[src/hw/rtl/tprf_pkg.sv]
// Shared types and constants for the TCP port rule filter.
// Used by the header parser, the rule cells and the top level; no dependencies.
package tprf_pkg;

    localparam logic OP_RULE_WRITE = 1'b0;
    localparam logic OP_FRAME_BYTE = 1'b1;

    localparam logic [2:0] VERDICT_DROP = 3'd1;

    // Byte offsets inside an untagged Ethernet frame with a 20-byte IPv4 header.
    localparam logic [5:0] POS_ETYPE_HI  = 6'd12;
    localparam logic [5:0] POS_ETYPE_LO  = 6'd13;
    localparam logic [5:0] POS_IP_PROTO  = 6'd23;
    localparam logic [5:0] POS_DPORT_HI  = 6'd36;
    localparam logic [5:0] POS_DPORT_LO  = 6'd37;
    localparam logic [5:0] POS_MIN_LAST  = 6'd53;
    localparam logic [5:0] POS_SATURATE  = 6'd63;

    localparam logic [7:0] ETYPE_IPV4_HI = 8'h08;
    localparam logic [7:0] ETYPE_IPV4_LO = 8'h00;
    localparam logic [7:0] IP_PROTO_TCP  = 8'h06;

    typedef struct packed {
        logic        operation;
        logic [6:0]  rule_index;
        logic [15:0] rule_port;
        logic [2:0]  rule_action;
        logic [7:0]  frame_byte;
        logic        last_byte;
    } in_item_t;

    typedef struct packed {
        logic [2:0] verdict;
        logic       matched;
        logic [6:0] matched_index;
    } out_item_t;

    // Rule write broadcast to every cell.
    typedef struct packed {
        logic        en;
        logic [6:0]  index;
        logic [15:0] port;
        logic [2:0]  action;
    } rule_wr_t;

    // Search token handed from cell to cell.
    typedef struct packed {
        logic        valid;
        logic        done;
        logic        matched;
        logic [2:0]  verdict;
        logic [6:0]  index;
        logic [15:0] port;
    } token_t;

endpackage

[src/hw/rtl/tprf_parser.sv]
// Frame header parser: tracks byte position and extracts the TCP destination port.
// Depends on tprf_pkg.
module tprf_parser
    import tprf_pkg::*;
(
    input  logic        aclk,
    input  logic        aresetn,
    input  logic        byte_en,
    input  logic [7:0]  frame_byte,
    input  logic        last_byte,
    output logic [15:0] frame_port
);

    logic [5:0]  pos_reg, pos_next;
    logic        ipv4_reg, ipv4_next;
    logic        tcp_reg, tcp_next;
    logic [15:0] dport_reg, dport_next;

    // Port as seen when the current byte is the last one; fields never change on it.
    assign frame_port = (pos_reg >= POS_MIN_LAST && ipv4_reg && tcp_reg) ? dport_reg : 16'd0;

    always_comb begin
        pos_next   = pos_reg;
        ipv4_next  = ipv4_reg;
        tcp_next   = tcp_reg;
        dport_next = dport_reg;
        if (byte_en) begin
            case (pos_reg)
                POS_ETYPE_HI: ipv4_next = (frame_byte == ETYPE_IPV4_HI);
                POS_ETYPE_LO: ipv4_next = ipv4_reg && (frame_byte == ETYPE_IPV4_LO);
                POS_IP_PROTO: tcp_next = (frame_byte == IP_PROTO_TCP);
                POS_DPORT_HI: dport_next = {frame_byte, dport_reg[7:0]};
                POS_DPORT_LO: dport_next = {dport_reg[15:8], frame_byte};
                default: ;
            endcase
            if (pos_reg != POS_SATURATE) begin
                pos_next = pos_reg + 6'd1;
            end
            if (last_byte) begin
                pos_next   = '0;
                ipv4_next  = 1'b0;
                tcp_next   = 1'b0;
                dport_next = '0;
            end
        end
    end

    always_ff @(posedge aclk) begin
        if (!aresetn) begin
            pos_reg   <= '0;
            ipv4_reg  <= 1'b0;
            tcp_reg   <= 1'b0;
            dport_reg <= '0;
        end else begin
            pos_reg   <= pos_next;
            ipv4_reg  <= ipv4_next;
            tcp_reg   <= tcp_next;
            dport_reg <= dport_next;
        end
    end

endmodule

[config.mk]
export PLATFORM = sky130hd
export DESIGN_NAME = tprf_parser
export DESIGN_NICKNAME = d
export VERILOG_FILES = /design/src/hw/rtl/tprf_pkg.sv /design/src/hw/rtl/tprf_parser.sv
export SDC_FILE = /design/constraint.sdc
export NUM_CORES = 1
export LEC_CHECK = 0
export ABC_CLOCK_PERIOD_IN_PS = 2550
export BUFFER_PORTS_ARGS = -buffer_cell sky130_fd_sc_hd__buf_2
export CAP_MARGIN = 40
export CORE_MARGIN = 1.5
export CORE_UTILIZATION = 45
export CTS_BUF_LIST = sky130_fd_sc_hd__clkbuf_4
export DETAILED_ROUTE_END_ITERATION = 8
export PLACE_DENSITY = 0.66
export SYNTH_ARGS = -nofsm -noshare
export SYNTH_HDL_FRONTEND = slang
export SYNTH_SLANG_ARGS = --single-unit
export TNS_END_PERCENT = 100
[constraint.sdc]
create_clock -name aclk -period 2.55 [get_ports aclk]
set_input_delay 0.1275 -clock aclk [delete_from_list [all_inputs] [get_ports aclk]]
set_output_delay 0.1275 -clock aclk [all_outputs]
set_load 0.01 [all_outputs]
Yosys cells after proc, flatten, opt, wreduce, memory -nomap -nowiden
Index checks and enable logic that the tools add are counted.
{"block": "totals", "reg_bits": 24, "input_bits": 12, "out_inout_bits": 16, "word_cells": 40}
{"block": "op_classes", "add_sub_neg": 1, "order_cmp": 1, "n_eq_ne": 10, "n_mux": 9, "n_reduce_logical": 14}
{"op": "$mux W16", "count": 2}
{"op": "$pmux W16 S2", "count": 1}
{"op": "$eq A6 B4 Y1 const B", "count": 2}
{"op": "$eq A6 B6 Y1 const B", "count": 2}
{"op": "$mux W6", "count": 2}
{"op": "$eq A8 B3 Y1 const B", "count": 1}
{"op": "$eq A8 B4 Y1 const B", "count": 1}
{"op": "$logic_not A8 Y1", "count": 1}
{"op": "$reduce_bool A2 Y1", "count": 4}
{"op": "$add A6 B1 Y6 const B", "count": 1}
{"op": "$eq A6 B5 Y1 const B", "count": 1}
{"op": "$ge A6 B6 Y1 const B", "count": 1}
{"op": "$ne A6 B6 Y1 const B", "count": 1}
{"op": "$reduce_and A2 Y1", "count": 3}
{"op": "$reduce_and A3 Y1", "count": 2}
{"op": "$ne A2 B2 Y1 const B", "count": 2}
{"op": "$logic_and A1 B1 Y1", "count": 3}
{"op": "$mux W1", "count": 3}
{"op": "$reduce_bool A3 Y1", "count": 1}
{"op": "$pmux W1 S2", "count": 1}

Depth between registers and ports, before layout
{"block": "depth", "ltp_word": 4, "mapped_depth": 7, "mapped_depth_nobuf": 6}

Worst setup path before layout
Ideal clock, no wire load.
{"block": "synth_timing", "path_kind": "flip-flop to output port", "from": "reg pos_reg[1]", "to": "out frame_port[10]", "t_arrival_ns": 1.390, "required_ns": 2.423, "path_slack_ns": 1.032, "path_stages_with_launch": 8, "n_path_buf": 1, "path_cell_list": "dfxtp_1 -> inv_1 -> ha_1 -> nand2b_1 -> a21oi_1 -> nor2_1 -> clkbuf_2 -> and2_1"}
{"block": "synth_between", "elab_chain_cells": 4}
{"item": "start: declaration", "line": "tprf_parser.sv:14", "text": "logic [5:0] pos_reg, pos_next;"}
{"item": "start signal: assignment", "line": "tprf_parser.sv:55", "text": "pos_reg <= pos_next;"}
{"item": "$ge A6 B6 Y1", "line": "tprf_parser.sv:20", "text": "assign frame_port = (pos_reg >= POS_MIN_LAST && ipv4_reg && tcp_reg) ? dport_reg : 16'd0;"}
{"item": "$logic_and A1 B1 Y1 (2 in series)", "line": "tprf_parser.sv:20"}
{"item": "$mux W16", "line": "tprf_parser.sv:20"}
{"item": "end: declaration", "line": "tprf_parser.sv:11", "text": "output logic [15:0] frame_port"}
Every way passes these cells.

Final worst setup path
{"block": "layout_timing", "from": "reg pos_reg[1]", "to": "out frame_port[15]"}
Same word-level chain as after synthesis.

==> impl_metrics.tcl <==
set metrics [dict create \
    hpwl_mm 1.96 \
    syn_nets 162 \
    route.detailed.drc 0 \
    critPathLaunchType "flop" \
    ys_ff_latch 24 \
    grt_max_degree 17 \
    avgRoutedWirePerCell_microns 12.4 \
    p_leak_uw 0.000625 \
    antenna_found_initial 0 \
    post_cts_buffers 0 \
    post_cts_resized 0 \
    synth_area_sq_um 1300 \
    drv_slew 0 \
    synthArstFlopShare_pct 0 \
    diodes 0 \
    crit_fanout 16 \
    max-slew-margin-rel_pct 64.3 \
    power_density_nw_per_um2 482 \
    core_region_area_sq_um 2760 \
    dr.pass1.iters 4 \
    routed_via_density 5.44 \
    fin_cells 203 \
    setup_violations 0 \
    yosysTopAreaCell "dfxtp_1" \
    hold_ws_ns 0.0504 \
    rows 19 \
    setup_tns_ns 0 \
    ios 28 \
    ant_nets 0 \
    vias 1105 \
    gp_congestion 0.775 \
    grt_overflow 0 \
    ir_drop_uv 402 \
    wl_mm 2.52 \
    end_kind "output pin" \
    clk-insertion-delay-late_ns 0.33 \
    track_usage_pct 16.9 \
    critical_path_class "flop to output pin" \
    area_delta_synth_final_pct 14.7 \
    arrival_ns 1.92 \
    root_buffer "clkbuf_4" \
    clock-sinks 24 \
    die_w_microns 56.7 \
    fp.dieH_microns 56.7 \
    numCtsBuffers 3 \
    fin_skew_ns 0.0140 \
    hold_class "input port to flop" \
    min_period_ns 2.05 \
    start_util_pct 47.1 \
    ys.flop_type "dfxtp_1" \
    rsz0062_at_grt "false" \
    final_common_cell "buf_2" \
    cts_buffer_depth 2 \
    cts_tree "yes" \
    yosysTopAreaCellShare_pct 37.0 \
    fin_crit_sh_pct 80.4 \
    grt_pass1_wl_mm 4.21 \
    outcome "complete, no violations" \
    avgSynthCellArea_sq_um 8.90 \
    largest_register_ffs 16 \
    syn_inst 146 \
    drtIter0Drc 20 \
    dieArea_sq_um 3220 \
    fmax_mhz 488 \
    synth_area_leaders "dfxtp_1 (37%), and2_1 (7.7%), nand3_1 (6.2%)" \
    synth_cell_type_count 41 \
    max_cap_viol_count 0 \
    mostFrequentLayoutCells "buf_2 (27), dfxtp_1 (24), and2_1 (16), nand2_1 (16), nand3_1 (16)" \
    holdBufCountCts 0 \
    grt_pass1_vias 973 \
    post-place-cells 199 \
    htree_levels 1 \
    path_clk_slew_ns 0.14 \
    drive_gt1_share_pct 30.2 \
    synth_edf_count 0 \
    finalHoldViolCount 0 \
    ys_seq_area_share_pct 37.0 \
    yosysWarnings 0 \
    final_nets 189 \
    required_ns 2.42 \
    worst_slew_pin_slew_ns 0.534 \
    numPortBuffers 27 \
]
critical path, stage by stage, from the launching register on:
cell      delay [ns]
dfxtp_1         0.40
inv_1           0.09
ha_1            0.27
nand2b_1        0.18
a21oi_1         0.15
nor2_1          0.05
buf_4           0.17
and2_1          0.17
buf_2           0.13
power breakdown:
part / switching [uW] / internal [uW] / total (uW)
registers: 1.94 / 377 / 379
clock network: 120 / 159 / 279
logic: 35.1 / 24.8 / 59.9
cell usage after synthesis (all sizes together), types with 2 or more instances:
cell and n:
dfxtp 24, nand2 16, clkbuf 3, o21ai 19
nor2 8, ha 4, xnor2 2, buf 4
a21oi 3, nand3 19, a21boi 2, nor2b 3
inv 2, and2 16
per-stage QoR:
stage	worst slack (ns)	util, %	total power [uW]	area [sq um]
after floorplan	1.03	-	427	1300
after global placement	0.944	52.1	446	1440
after detailed placement	0.852	52.1	447	1440
after CTS	0.473	54.0	727	1490
after global routing	0.408	54.0	745	1490
final	0.500	54.0	718	1490
layer usage:
| layer | track usage [%] | part of all wire [%] |
|---|---|---|
| met4 | 10.2 | 2.1 |
| met1 | 21.3 | 48 |
| met5 | 0 | 0 |
| met3 | 2.07 | 3.9 |
| met2 | 27.2 | 46 |
kinds of logic (layout without fill, tap and decap cells):
kind of cell | count (synthesis) | count (layout) | synth area share, %
multiplexers | 1 | 1 | 0.771
adder cells (fa/ha/maj) | 4 | 4 | 3.85
AO/OA/AOI/OAI | 30 | 30 | 16.8
XOR/XNOR | 3 | 3 | 2.02
AND/OR/NAND/NOR | 75 | 75 | 35.2
flip-flops | 24 | 24 | 37.0
buffers and inverters | 9 | 35 | 4.43
path summary, 6_finish.rpt:
path,end,from,slack [ns],depth (start not counted)
hold / removal,dport_reg[0],frame_byte[0],0.05,3
setup reg to reg,dport_reg[13],pos_reg[1],1.03,6
setup / recovery,frame_port[15],pos_reg[1],0.50,8
hold reg to reg,dport_reg[3],dport_reg[3],0.46,2
final cells by class:
class / count / area [sq um]
clock inverters: 1 / 30.0
flip-flops and latches: 24 / 480
well taps: 31 / 38.8
inverters: 2 / 7.51
fillers: 278 / 1270
repair buffers: 29 / 150
multi-input cells: 113 / 761
clock buffers: 3 / 22.5
(Power assumes the default switching activity.)
