### src/hw/rtl/tprf_pkg.sv
// Shared types and constants for the TCP port rule filter.
// Used by the header parser, the rule cells and the top level; no dependencies.
package tprf_pkg;

    localparam logic OP_RULE_WRITE = 1'b0;
    localparam logic OP_FRAME_BYTE = 1'b1;

    localparam logic [2:0] VERDICT_DROP = 3'd1;

    // Byte offsets inside an untagged Ethernet frame with a 20-byte IPv4 header.
    localparam logic [5:0] POS_ETYPE_HI  = 6'd12;
    localparam logic [5:0] POS_ETYPE_LO  = 6'd13;
    localparam logic [5:0] POS_IP_PROTO  = 6'd23;
    localparam logic [5:0] POS_DPORT_HI  = 6'd36;
    localparam logic [5:0] POS_DPORT_LO  = 6'd37;
    localparam logic [5:0] POS_MIN_LAST  = 6'd53;
    localparam logic [5:0] POS_SATURATE  = 6'd63;

    localparam logic [7:0] ETYPE_IPV4_HI = 8'h08;
    localparam logic [7:0] ETYPE_IPV4_LO = 8'h00;
    localparam logic [7:0] IP_PROTO_TCP  = 8'h06;

    typedef struct packed {
        logic        operation;
        logic [6:0]  rule_index;
        logic [15:0] rule_port;
        logic [2:0]  rule_action;
        logic [7:0]  frame_byte;
        logic        last_byte;
    } in_item_t;

    typedef struct packed {
        logic [2:0] verdict;
        logic       matched;
        logic [6:0] matched_index;
    } out_item_t;

    // Rule write broadcast to every cell.
    typedef struct packed {
        logic        en;
        logic [6:0]  index;
        logic [15:0] port;
        logic [2:0]  action;
    } rule_wr_t;

    // Search token handed from cell to cell.
    typedef struct packed {
        logic        valid;
        logic        done;
        logic        matched;
        logic [2:0]  verdict;
        logic [6:0]  index;
        logic [15:0] port;
    } token_t;

endpackage

### src/hw/rtl/tprf_cell.sv
// One rule cell: holds one rule slot and checks the passing search token against it.
// Depends on tprf_pkg.
module tprf_cell
    import tprf_pkg::*;
#(
    parameter int CellIndex = 0
) (
    input  logic     aclk,
    input  logic     aresetn,
    input  rule_wr_t wr,
    input  token_t   tok_in,
    output token_t   tok_out
);

    localparam logic [6:0] IdxLow = 7'(CellIndex);

    logic [15:0] port_reg, port_next;
    logic [2:0]  action_reg, action_next;
    token_t      tok_reg, tok_next;

    assign tok_out = tok_reg;

    always_comb begin
        port_next   = port_reg;
        action_next = action_reg;
        if (wr.en && (int'(wr.index) == CellIndex)) begin
            port_next   = wr.port;
            action_next = wr.action;
        end
    end

    // An empty slot ends the list; otherwise an equal port ends the search with a hit.
    always_comb begin
        tok_next = tok_in;
        if (tok_in.valid && !tok_in.done) begin
            if (port_reg == 16'd0) begin
                tok_next.done = 1'b1;
            end else if (port_reg == tok_in.port) begin
                tok_next.done    = 1'b1;
                tok_next.matched = 1'b1;
                tok_next.verdict = action_reg;
                tok_next.index   = IdxLow;
            end
        end
    end

    always_ff @(posedge aclk) begin
        if (!aresetn) begin
            port_reg      <= '0;
            action_reg    <= '0;
            tok_reg.valid <= 1'b0;
        end else begin
            port_reg      <= port_next;
            action_reg    <= action_next;
            tok_reg.valid <= tok_next.valid;
        end
        tok_reg.done    <= tok_next.done;
        tok_reg.matched <= tok_next.matched;
        tok_reg.verdict <= tok_next.verdict;
        tok_reg.index   <= tok_next.index;
        tok_reg.port    <= tok_next.port;
    end

endmodule

### config.mk
export PLATFORM = sky130hd
export DESIGN_NAME = tprf_cell
export DESIGN_NICKNAME = d
export VERILOG_FILES = /design/src/hw/rtl/tprf_pkg.sv /design/src/hw/rtl/tprf_cell.sv
export SDC_FILE = /design/constraint.sdc
export NUM_CORES = 1
export LEC_CHECK = 0
export ABC_AREA = 1
export BUFFER_PORTS_ARGS = -buffer_cell sky130_fd_sc_hd__buf_2
export CORE_MARGIN = 3
export CORE_UTILIZATION = 45
export DETAILED_ROUTE_END_ITERATION = 12
export PLACE_DENSITY = 0.78
export SLEW_MARGIN = 15
export SYNTH_ARGS = -nofsm -noshare
export SYNTH_HDL_FRONTEND = slang
export SYNTH_SLANG_ARGS = --single-unit
### constraint.sdc
create_clock -name aclk -period 1.49 [get_ports aclk]
set_input_delay 0 -clock aclk [delete_from_list [all_inputs] [get_ports aclk]]
set_output_delay 0 -clock aclk [all_outputs]
set_load 0.03 [all_outputs]
After elaboration in Yosys (flattened, before gate mapping). Cells that the tools add are included.

Input bits: 58. Logic and storage cells: 18. Output and inout port bits: 29. Bits in registers: 48.

Muxes and demuxes: 4. Equal/unequal tests: 1. Reductions and logical operators: 5.

Operator list (number): $mux W12 (2); $eq A16 B16 Y1 (1); $logic_not A16 Y1 (1); $mux W11 (1); $logic_not A7 Y1 (1); $logic_and A1 B1 Y1 (2); $logic_not A1 Y1 (1); $mux W1 (1).

Depth between registers and ports, before layout. Gate-level depths: netlist of the first run.

Depth in word-level cells: 4. Gate-level depth with buffers: 10. Gate-level depth less buffers: 10.

Worst setup path before layout of the first run. Ideal clock, no wire load.

Path type: register to register. Start: reg port_reg[10]. End: reg tok_reg, in the netlist tok_out[24]. Stages on the path, launching flop included: 11. Required time: 1.376 ns. Path buffers: 1. Arrival time: 1.104 ns. Path slack: 0.272 ns. Clock period less this slack: 1.218 ns. Library setup time: 0.114 ns. Cell sequence: dfxtp_1 -> inv_1 -> nand2_1 -> nand2_1 -> nor2_1 -> nand2_1 -> nor2_4 -> nand3_2 -> buf_6 -> nand2_2 -> nand2_1.

RTL lines: start: declaration (RTL line tprf_cell.sv:17) `logic [15:0] port_reg, port_next;`; start signal: assignment (RTL line tprf_cell.sv:53) `port_reg <= port_next;`; end: declaration (RTL line tprf_cell.sv:19) `token_t tok_reg, tok_next;`.

==> reports/qor.txt, run 1 <==
Final min period -> 1.34 ns
Core box area -> 3800 um^2
RSZ-0062 raised after global routing -> no
Post-synthesis adder-cell area fraction -> 0%
Worst Path Buf+Inv -> 4
Compound-Gate Fraction of Synth Area -> 5.68%
Final Hold Violating Endpoints -> 0
Avg WL per Cell -> 11.1 um
Slew Limit Fails -> 0
H-tree Lvls -> 2
Fin nets -> 451
Max FO, Critical Path -> 6
Status -> completed
Cells after synthesis -> 255
PnR Total Power -> 2.70 mW
I/O pin count -> 87
Worst hold-check path type -> in -> reg
Grt met3 use -> 6.81%
Max-Cap Viols -> 0
Reg2reg start -> port_reg[3]
First-pass GRT wire length -> 8100 um
Max Fclk -> 748 MHz
Layout cells sized above 1 -> 30.5%
Initial DRC count -> 101
Largest net degree at the start of global routing -> 21
Pwr per Cell Area -> 922 nW/um^2
R2r setup slk -> 0.16 ns
Post-Synth XOR/XNOR Area -> 0%
Clk buf depth -> 2
Die height -> 69.8 um
Syn-to-layout area delta -> 60.0%
Initial Utilization -> 48.2%
Routed WL -> 4910 um
Slew HR -> 66.1%
Most common cell after layout, fill and taps aside -> buf_2
CP Launch Type -> input port
CP Data Arrival Time -> 1.55 ns
Post-DP HPWL -> 2980 um
CP peak stage delay -> 0.53 ns
CP dominant cell by count -> nand2_1
Routability cong. -> 0.750
Tightest Pin Transition -> 0.505 ns
Dpl ws -> 0.0144 ns
Fin worst setup slack -> 0.152 ns
# port buffers -> 86
Mapped Nets -> 313
CP cell instances -> dlygate4sd3_1 -> buf_2 -> inv_1 -> nand2_1 -> nand2_1 -> nor2_1 -> nand2_1 -> nor2_4 -> nand3_2 -> nand2_2 -> inv_2
Synthesized area per cell -> 7.17 um^2
Initial antenna violation count -> 0
Commonest non-fill, non-tap cells in the layout -> 86 x buf_2, 65 x nor2_1, 61 x nand2_1
Final core occ -> 77.0%
Required time of the critical path -> 1.71 ns
#FFs+latches synth -> 48
Simple-gate area share of the yosys netlist -> 31.8%
Die Footprint -> 4870 um^2
CTS buffer count -> 5
Worst Reg-to-Reg Cells -> 9
Antenna Nets Post-Route -> 0
Sequential fraction of the synthesis area -> 52.5%
Maximum VDD drop -> 0.000651 V
Setup-failing EPs final -> 0
Drt drc -> 0
Synth cell types -> 19
Congestion Overflow GR -> 0
Via Count -> 1947
GRT Total Usage -> 21.1%
Clk slew on worst S/H paths -> 0.09 ns
Clock latency on the worst-skew pair -> 0.30 ns
CTS tree -> yes
Via/cell ratio -> 4.40
Root Buffer -> clkbuf_8
Synth Cell Area -> 1830 um^2
R2r endpoint -> tok_out[18]
Post-synthesis mux area share -> 0%
Worst hold margin -> 0.0878 ns
Setup TNS -> 0 ns
Setup crit end kind -> flop
Vias in the first global route -> 1890
Die Wd -> 69.8 um
CP Class -> in -> reg
CTS Sinks -> 48
Largest family of logic cells by synthesized area -> simple AND/OR/NAND/NOR gates
HP Start -> aresetn
Delay-heaviest family, CP -> simple AND/OR/NAND/NOR gates
GRT Max-Usage Layer -> met2
Antenna fix cells -> 0
Min-Delay Path Depth -> 3
Met2 usage in global routing -> 38.7%
Slowest cell on crit path -> dlygate4sd3_1
Period Utilization, post-route -> 89.8%
Met1 usage -> 22.3%
Lkg Pwr -> 1.49 nW
Initial DRT Pass Iterations -> 4
Max reg flops -> 29
Row count -> 22
WHS Endpoint -> tok_out[28]
Layout Skew -> 0.00512 ns
Ys Warns -> 0
[synth_stat cells]
cell | number | area share [%]
nand2_1 | 62 | 13
inv_1 | 34 | 7.0
inv_2 | 4 | 0.82
buf_6 | 1 | 0.62
buf_1 | 1 | 0.21
o21ai_1 | 5 | 1.4
o21ai_0 | 14 | 3.8
nand4_1 | 3 | 1.0
dfxtp_1 | 48 | 53
buf_2 | 2 | 0.55
nand3_2 | 1 | 0.55
a21oi_2 | 1 | 0.48
clkbuf_1 | 1 | 0.21
nor4_1 | 2 | 0.68
nor2_4 | 2 | 1.2
buf_4 | 1 | 0.41
nand2_2 | 6 | 2.1
clkinv_1 | 1 | 0.21
nor2_1 | 66 | 14
[worst min-delay path: cells and delay by family]
family | cells | cell delay, ns
and+or+nand+nor | 1 | 0.11
buffers and inverters | 2 | 0.25
[repair_timing]
item                                    CTS  global route
gates cloned                              0             1
resized for setup                         1             9
hold buffers                             48             0
pin swaps                                 0             3
endpoints found under the hold margin    48             0
setup buffers                             0             0
endpoints found under the setup margin   10            11
[through the flow]
stage,cells,area (um^2)
6_report,442,2930
5_1_grt,442,2930
4_1_cts,441,2900
3_5_place_dp,385,2300
3_3_place_gp,385,2300
2_1_floorplan,255,1830
[cells by family after synthesis]
logic type / after synthesis
buf+inv: 45
compound gates: 20
simple gates: 142
flops: 48
[where the power goes]
group / internal, mW / leakage, nW / switching [mW] / total, mW
logic: 0.198 / 1.03 / 0.208 / 0.405
registers: 1.33 / 0.401 / 0.0111 / 1.34
clock network: 0.505 / 0.0583 / 0.450 / 0.956
total: 2.03 / 1.49 / 0.669 / 2.70
[layout make-up]
class | instances | area [um^2]
clock inverter | 3 | 47.5
tap | 48 | 60.1
inverter | 39 | 146
sequential | 48 | 970
multi-input combinational | 163 | 708
fill | 284 | 872
clock buffer | 5 | 68.8
timing repair buffer | 136 | 926
[worst max path at each step]
stage                            start     endpoint  slack (ns)  cells after the start
after floorplan           port_reg[10]  tok_out[24]        0.27                     10
after global placement    port_reg[15]  tok_out[23]        0.05                      9
after detailed placement  port_reg[15]  tok_out[23]        0.01                      9
after CTS                 port_reg[15]  tok_out[23]        0.04                      9
after global routing       port_reg[5]  tok_out[23]        0.02                      9
final                        tok_in[2]  tok_out[18]        0.15                     11
[routing by layer]
layer	routed length (um)	vias up	share of wire, %
met5	0	-	0
met2	2610	67	53
met3	269	6	5.5
met1	1960	842	40
met4	65	0	1.3
li1	-	1032	-
Note: power is estimated with default switching activity, not from simulation.
==> run 2: changes to the inputs <==
--- a/config.mk
+++ b/config.mk
@@ -10,6 +10,7 @@
 export CORE_MARGIN = 3
 export CORE_UTILIZATION = 45
 export DETAILED_ROUTE_END_ITERATION = 12
+export HOLD_SLACK_MARGIN = 0.15
 export PLACE_DENSITY = 0.78
 export SLEW_MARGIN = 15
 export SYNTH_ARGS = -nofsm -noshare
==> run 2 against run 1 <==
Clock power grew 2%. Register-to-register slack lost 0.08 ns. Count of clock-buffer cells in the layout is the same. Largest cell class is now non-clock buffers. Cell area grew 8.5%. Sequential cell count is the same. Worst hold slack gained 0.26 ns. Highest routed layer unchanged. Combinational power grew 14%. Clock skew grew 0.0037 ns. Critical path depth shrank 2.
==> reports/qor.txt, run 2 (synthesized netlist as in run 1, its figures left out) <==
Row count -> 22
Setup crit end kind -> flop
Max reg flops -> 29
First-pass GRT wire length -> 9070 um
CTS tree -> yes
Slew Limit Fails -> 0
Initial Utilization -> 48.2%
GRT Total Usage -> 23.7%
Reg2reg start -> port_reg[6]
Clk slew on worst S/H paths -> 0.10 ns
Initial DRC count -> 125
Antenna Nets Post-Route -> 0
Via/cell ratio -> 4.54
Root Buffer -> clkbuf_8
Largest net degree at the start of global routing -> 21
Avg WL per Cell -> 12.7 um
H-tree Lvls -> 2
Worst hold-check path type -> in -> reg
Final Hold Violating Endpoints -> 0
Initial DRT Pass Iterations -> 4
HP Start -> tok_in[1]
Max-Cap Viols -> 0
CP cell instances -> inv_1 -> nand2_1 -> nand2_1 -> nor2_1 -> nand2_1 -> nor2_4 -> nand3_2 -> nand2_2 -> inv_2
Layout Skew -> 0.00885 ns
# port buffers -> 86
Vias in the first global route -> 2082
Routed WL -> 5890 um
Period Utilization, post-route -> 94.8%
Clock latency on the worst-skew pair -> 0.31 ns
Antenna fix cells -> 0
Setup-failing EPs final -> 0
Post-DP HPWL -> 2980 um
Tightest Pin Transition -> 0.530 ns
Max FO, Critical Path -> 6
Via Count -> 2113
Routability cong. -> 0.750
Required time of the critical path -> 1.72 ns
Die Footprint -> 4870 um^2
Core box area -> 3800 um^2
CP dominant cell by count -> nand2_1
Initial antenna violation count -> 0
Most common cell after layout, fill and taps aside -> buf_2
Delay-heaviest family, CP -> simple AND/OR/NAND/NOR gates
I/O pin count -> 87
CP Launch Type -> flop
Max Fclk -> 708 MHz
Lkg Pwr -> 1.59 nW
CP peak stage delay -> 0.37 ns
Congestion Overflow GR -> 0
Worst Path Buf+Inv -> 2
Die Wd -> 69.8 um
Die height -> 69.8 um
Drt drc -> 0
Area of the multi-input gates -> 732 um^2
Clk buf depth -> 2
Status -> completed
CP Class -> reg -> reg
Syn-to-layout area delta -> 73.5%
CTS Sinks -> 48
Layout cells sized above 1 -> 30.5%
Worst Setup SP -> port_reg[6]
Commonest non-fill, non-tap cells in the layout -> 86 x buf_2, 68 x dlygate4sd3_1, 65 x nor2_1
Fin nets -> 474
Slowest cell on crit path -> dfxtp_2
CTS buffer count -> 5
Pwr per Cell Area -> 872 nW/um^2
Setup TNS -> 0 ns
CP Data Arrival Time -> 1.64 ns
Final min period -> 1.41 ns
Reg area -> 971 um^2
Maximum VDD drop -> 0.000659 V
Fin worst setup slack -> 0.0770 ns
Slew HR -> 64.5%
Dpl ws -> 0.0144 ns
# fillers -> 222
run 2: final cells by class:
| class | count | share of cell area (%) |
|---|---|---|
| timing repair buffer | 159 | 36.2 |
| inverter | 39 | 4.61 |
| tap | 48 | 1.89 |
| multi-input combinational | 163 | 23.1 |
| clock inverter | 3 | 1.50 |
| sequential | 48 | 30.6 |
| clock buffer | 5 | 2.17 |
run 2: repair_timing:
action	4_1_cts	5_1_grt
resized for setup	1	14
setup endpoints to repair	10	25
hold endpoints to repair	48	0
hold buffers	68	0
pin swaps	0	4
buffers inserted	0	3
gates cloned	0	1
run 2: worst paths after layout:
check	end	slack, ns	depth (start not counted)
max	tok_out[18]	0.08	9
min	tok_out[1]	0.35	2
max reg2reg	tok_out[18]	0.08	9
min reg2reg	tok_out[25]	0.49	2
run 2: metal layers:
metal | part of all wire [%] | track usage (%) | up-vias
met3 | 5.0 | 6.23 | 14
met2 | 57 | 45.2 | 73
met5 | 0 | 0 | -
li1 | - | - | 1079
met4 | 2.1 | 8.94 | 0
met1 | 36 | 24.4 | 947
run 2: through the flow:
stage	power (mW)	hold WS, ns	std cells	instance area [um^2]	util, %
2_1_floorplan	1.53	0.0277	255	1830	-
3_3_place_gp	1.66	0.129	385	2300	60.5
5_1_grt	2.88	0.349	465	3170	83.6
4_1_cts	2.75	0.342	461	3100	81.7
6_report	2.77	0.348	465	3170	83.6
3_5_place_dp	1.67	0.133	385	2300	60.5
run 2: power breakdown:
part / leakage [nW] / internal [mW] / switching, mW
combinational: 1.13 / 0.234 / 0.226
clock: 0.0583 / 0.506 / 0.466
sequential: 0.402 / 1.33 / 0.0112
